## src/sv/evsm_pkg.sv

```systemverilog
`timescale 1ns / 1ps

package evsm_pkg;

    localparam int VOICE_COUNT_DEF      = 8;
    localparam int SAMPLE_ADDR_BITS_DEF = 16;

    localparam int POS_W    = 18;
    localparam int FRAC_W   = 16;
    localparam int STEP_W   = 19;
    localparam int GAIN_W   = 7;
    localparam int HANDLE_W = 16;
    localparam int TICK_W   = 31;
    localparam int ACC_W    = 21;

    localparam logic [HANDLE_W-1:0] HANDLE_FIRST = 16'd100;
    localparam logic [GAIN_W-1:0]   GAIN_MAX     = 7'd127;
    localparam logic signed [ACC_W-1:0] SAT_HI   = 21'sd32767;
    localparam logic signed [ACC_W-1:0] SAT_LO   = -21'sd32767;

    typedef enum logic [1:0] {
        CMD_WRITE = 2'd0,
        CMD_START = 2'd1,
        CMD_STOP  = 2'd2,
        CMD_MIX   = 2'd3
    } cmd_t;

    typedef enum logic [2:0] {
        ST_IDLE,
        ST_WRITE,
        ST_START_SCAN,
        ST_START_COMMIT,
        ST_STOP,
        ST_MIX_SCAN,
        ST_MIX_DRAIN,
        ST_FINISH
    } state_t;

    typedef struct packed {
        logic capture;
        logic mem_write;
        logic scan_step;
        logic start_commit;
        logic stop;
        logic mix_step;
        logic load_out;
    } ctrl_cmd_t;

    typedef struct packed {
        cmd_t cmd;
    } ctrl_stat_t;

    // 3.16 step from the pitch index
    function automatic logic [STEP_W-1:0] pitch_step(input logic [7:0] p);
        logic [STEP_W-1:0] base;
        base = {2'b00, 1'b1, p[5:0], 10'b0};
        if (p[7])
            pitch_step = base << p[6];
        else if (!p[6])
            pitch_step = base >> 2;
        else
            pitch_step = base >> 1;
    endfunction

endpackage

```

## src/sv/evsm_ctrl.sv

```systemverilog
`timescale 1ns / 1ps

module evsm_ctrl #(
    parameter int VOICE_COUNT = evsm_pkg::VOICE_COUNT_DEF,
    parameter int VIDX_W      = (VOICE_COUNT > 1) ? $clog2(VOICE_COUNT) : 1
) (
    input  logic                  aclk,
    input  logic                  aresetn,
    input  logic                  s_valid,
    output logic                  s_ready,
    output logic                  m_valid,
    input  logic                  m_ready,
    input  evsm_pkg::ctrl_stat_t  stat,
    output evsm_pkg::ctrl_cmd_t   ctl,
    output logic [VIDX_W-1:0]     idx
);

    evsm_pkg::state_t  state_reg, state_next;
    logic [VIDX_W-1:0] idx_reg, idx_next;
    logic              m_valid_reg, m_valid_next;
    logic              last;

    assign last    = (idx_reg == VIDX_W'(VOICE_COUNT - 1));
    assign idx     = idx_reg;
    assign m_valid = m_valid_reg;
    assign s_ready = (state_reg == evsm_pkg::ST_IDLE);

    always_ff @(posedge aclk) begin
        if (!aresetn) begin
            state_reg   <= evsm_pkg::ST_IDLE;
            idx_reg     <= '0;
            m_valid_reg <= 1'b0;
        end else begin
            state_reg   <= state_next;
            idx_reg     <= idx_next;
            m_valid_reg <= m_valid_next;
        end
    end

    always_comb begin
        state_next = state_reg;
        idx_next   = idx_reg;
        ctl        = '0;
        case (state_reg)
            evsm_pkg::ST_IDLE: begin
                idx_next = '0;
                if (s_valid) begin
                    ctl.capture = 1'b1;
                    state_next  = evsm_pkg::ST_FINISH;
                end
            end
            evsm_pkg::ST_WRITE: begin
                ctl.mem_write = 1'b1;
                state_next    = evsm_pkg::ST_FINISH;
            end
            evsm_pkg::ST_START_SCAN: begin
                ctl.scan_step = 1'b1;
                idx_next      = idx_reg + 1'b1;
                if (last) begin
                    state_next = evsm_pkg::ST_START_COMMIT;
                end
            end
            evsm_pkg::ST_START_COMMIT: begin
                ctl.start_commit = 1'b1;
                state_next       = evsm_pkg::ST_FINISH;
            end
            evsm_pkg::ST_STOP: begin
                ctl.stop   = 1'b1;
                state_next = evsm_pkg::ST_FINISH;
            end
            evsm_pkg::ST_MIX_SCAN: begin
                ctl.mix_step = 1'b1;
                idx_next     = idx_reg + 1'b1;
                if (last) begin
                    state_next = evsm_pkg::ST_MIX_DRAIN;
                end
            end
            evsm_pkg::ST_MIX_DRAIN: begin
                state_next = evsm_pkg::ST_FINISH;
            end
            evsm_pkg::ST_FINISH: begin
                if (!m_valid_reg || m_ready) begin
                    ctl.load_out = 1'b1;
                    state_next   = evsm_pkg::ST_IDLE;
                end
            end
            default: begin
                state_next = evsm_pkg::ST_IDLE;
            end
        endcase
        // dispatch on the item just captured
        if (state_reg == evsm_pkg::ST_IDLE && s_valid) begin
            case (stat.cmd)
                evsm_pkg::CMD_WRITE: state_next = evsm_pkg::ST_WRITE;
                evsm_pkg::CMD_START: state_next = evsm_pkg::ST_START_SCAN;
                evsm_pkg::CMD_STOP:  state_next = evsm_pkg::ST_STOP;
                evsm_pkg::CMD_MIX:   state_next = evsm_pkg::ST_MIX_SCAN;
                default:             state_next = evsm_pkg::ST_FINISH;
            endcase
        end
        if (ctl.load_out)
            m_valid_next = 1'b1;
        else if (m_ready)
            m_valid_next = 1'b0;
        else
            m_valid_next = m_valid_reg;
    end

endmodule

```

## config.mk

```make
export PLATFORM = sky130hd
export DESIGN_NAME = evsm_ctrl
export DESIGN_NICKNAME = d
export VERILOG_FILES = /design/src/sv/evsm_pkg.sv /design/src/sv/evsm_ctrl.sv
export SDC_FILE = /design/constraint.sdc
export NUM_CORES = 1
export LEC_CHECK = 0
export BUFFER_PORTS_ARGS = -buffer_cell sky130_fd_sc_hd__buf_2
export CORE_AREA = 2 2 39 41
export CTS_BUF_LIST = sky130_fd_sc_hd__clkbuf_4 sky130_fd_sc_hd__clkbuf_8
export DETAILED_ROUTE_END_ITERATION = 6
export DIE_AREA = 0 0 41 43
export HOLD_SLACK_MARGIN = 0.12
export PLACE_DENSITY = 0.67
export SYNTH_ARGS = -nofsm -noshare
export SYNTH_HDL_FRONTEND = slang
export SYNTH_SLANG_ARGS = --single-unit
export TNS_END_PERCENT = 30
```

## constraint.sdc

```tcl
create_clock -name aclk -period 1.2 [get_ports aclk]
set_input_delay 0.12 -clock aclk [delete_from_list [all_inputs] [get_ports aclk]]
set_output_delay 0.12 -clock aclk [all_outputs]
set_load 0.01 [all_outputs]
```

==> impl_results.md <==
- Post-synth top cells: dfxtp_1 (7), ha_1 (5), nor2_1 (5), nor2b_1 (5)
- Gp weighted congestion: between 0.7 and 0.8
- Crit path largest cell delay: about 0.32 ns
- CP Class: register to primary output
- Clk pin slew, worst setup/hold paths: 0.05 ns
- Synthesis warning total: 0
- Mapped Cells: 58
- Iteration count of the initial detailed-routing pass: 2
- Min-delay src: s_valid
- Final setup margin: -0.0320 ns
- Post-route ant nets: 0
- Max FO, Critical Path: 6
- Share of layout cells above drive strength 1: 61.5%
- CP required: between 1 and 1.5 ns
- Gr ovfl total: 0
- Fin crit share: 103%
- Initial DRC Count: 1
- Worst path top cell family by delay: flip-flops
- Max Fclk: 0.812 GHz
- Netlist cell types: 27
- EDFF count, synth: 0
- Reg2reg setup slack: approximately 0.040 ns
- Cell Chain, Critical Path: buf_6 -> nor3_4 -> and2_1 -> buf_2
- RR Startpoint: idx[1]
- Number of fill cells: between 100 and 150
- Post-synthesis register bit count: 7
- Via count: between 500 and 600
- Die width: 41 µm
- Detail Placement HPWL: between 800 and 900 µm
- CTS tree: done
- Final slew viol count: 0
- Die Area: ~1800 µm²
- Hold Path Depth: 4
- Violated checks: negative setup slack
- Syn_area_per_cell: 8.67 µm²
- Synthesized area: between 500 and 600 µm²
- Initial Utilization: roughly 36%
- Sink Count: 7
- Area of the multi-input gates: 399 µm²
- Ports: 18
- Vias per cell: between 4 and 5
- Outcome: finished with violations
- Final net count: between 100 and 150
- Peak supply drop: just over 0.5 mV
- Overall Global Routing Usage: 17.4%
- # placed instances: 94
- Layout Cells excl Fill: about 110
- Slew @ Worst Pin: roughly 0.24 ns
- Area leader, netlist: dfxtp_1
- Area grow syn2layout: 69.4%
- CP max-delay cell: dfxtp_2
- Clk_lat worst skew: ~0.25 ns
- Port Buf Inserts: 17
- Core Region: 1380 µm²
- Crit path capture type: primary output
- Top FF cell, synth: dfxtp_1
- FF-to-FF End: idx[2]
- H-tree depth: 1
- Antenna violations before repair: 0
- PwrDens: 1210 nW/µm²
- Yosys top cell area share: between 20 and 30%
- Syn_nets: a little under 70
- Leading post-synthesis cells by cell area: dfxtp_1 (28%), ha_1 (12%), nor2b_1 (6.2%)
- First-pass GRT wire length: between 2 and 2.5 mm
- Fin. Hold Viols: 0
- CP Launch Type: register
- Hold EP: state_reg[1]
- FP Rows: 14
- CP bufs+invs: 2
- Pin count of the biggest net entering global routing: 11
- Seq/Total Area, Yosys: between 20% and 30%
- Pre-CTS setup slack: between 0.01 and 0.015 ns
- Hold_ws: 0.260 ns
- Async set-reset flop share out of synthesis: 0%
- RSZ-0062 raised after global routing: yes
- Register area: about 160 µm²
- CTS root buffer: clkbuf_4
- Critical Path AT: approximately 1.1 ns
- Reg2Reg Depth: 4
- Count leader, synth: dfxtp_1
- Max Cap Viol: 0
- Worst hold path type: primary input to register
- Fin Clk Skew: about 0.0018 ns
- Worst slew margin: 84.2%
- Die Span Y: around 43 µm
- Power Total: just over 1000 µW
- Diodes inserted: 0
- Setup violators final: 1
- Vias in the first global route: around 520
- Routed wire length: between 1 and 1.5 mm
- P_leak: roughly 0.00040 µW
- Deepest clock path buffer count: 2
- Fin crit period: ~1.2 ns
- Per-cell routed wire length: 11.7 µm
- DRC viols: 0
- Inserted Clock Buffers: 3
cells in the final DEF (no fill, tap or decap), types with 2 or more instances in the layout:
cell type  netlist  layout
buf_2            2      15
buf_4            1      12
buf_6            1       5
inv_1            4       4
a211oi_1         4       4
clkbuf_4         0       4
dfxtp_4          0       4
nor2_1           5       3
nand2_1          3       3
ha_1             5       3
nor2b_2          0       2
nor3b_2          0       2
nor2b_1          5       2
mux2i_1          2       2
a221oi_2         1       2
ha_4             0       2
dfxtp_1          7       2
report_power, final:
part	internal, µW	switching (µW)
logic	266	206
clock network	149	81.7
registers	275	56.1
total	690	344
layout make-up:
cell class,instances,share of cell area (%)
Clock buffer,4,3.52
Inverter,4,1.76
Multi-Input combinational cell,43,46.8
Sequential cell,7,18.4
Tap cell,16,2.35
Timing Repair Buffer,33,27.2
worst max-delay path by stage:
stage | from | end | slack [ns] | cells after the start
after floorplan | idx[0] | state_reg[0] | -0.0002 | 5
after global placement | idx[1] | state_reg[0] | 0.02 | 5
after detailed placement | idx[0] | idx[2] | 0.01 | 4
after CTS | state_reg[1] | ctl[6] | -0.05 | 4
after global routing | state_reg[1] | ctl[6] | -0.1 | 4
final | state_reg[1] | ctl[6] | -0.03 | 4
per-stage QoR:
step | area (µm²) | setup TNS (ns) | util (%)
6_report | 852 | -0.0320 | 61.6
5_1_grt | 852 | -0.384 | 61.6
4_1_cts | 761 | -0.152 | 55.0
3_5_place_dp | 658 | 0 | 47.6
3_3_place_gp | 658 | 0 | 47.6
2_1_floorplan | 529 | -0.000233 | -
worst reg2reg max path, stage by stage (launching register included):
cell and delay (ns):
dfxtp_4 0.35, ha_4 0.16, ha_4 0.24, a221oi_2 0.22, a211oi_1 0.07
routing by layer:
metal / track usage [%] / routed length (µm)
met3: 3.14 / 49
met5: 0 / 0
met4: 10.0 / 12
met2: 31.3 / 696
met1: 16.8 / 496
kinds of logic after synthesis:
group | after synthesis | share of synthesized area [%]
fa+ha+maj | 5 | 12.4
compound gates | 12 | 19.4
simple gates | 23 | 25.9
xor+xnor | 1 | 1.74
flops | 7 | 27.9
mux | 2 | 3.98
buf+inv | 8 | 8.71
what timing repair did:
item                       CTS  global route
gates resized for setup     11            13
buffers inserted             3             5
hold endpoints to repair     1             0
setup endpoints to repair    9            11
hold buffers                 1             0
pin swaps                    2             5
Note: power is estimated with default switching activity, not from simulation.
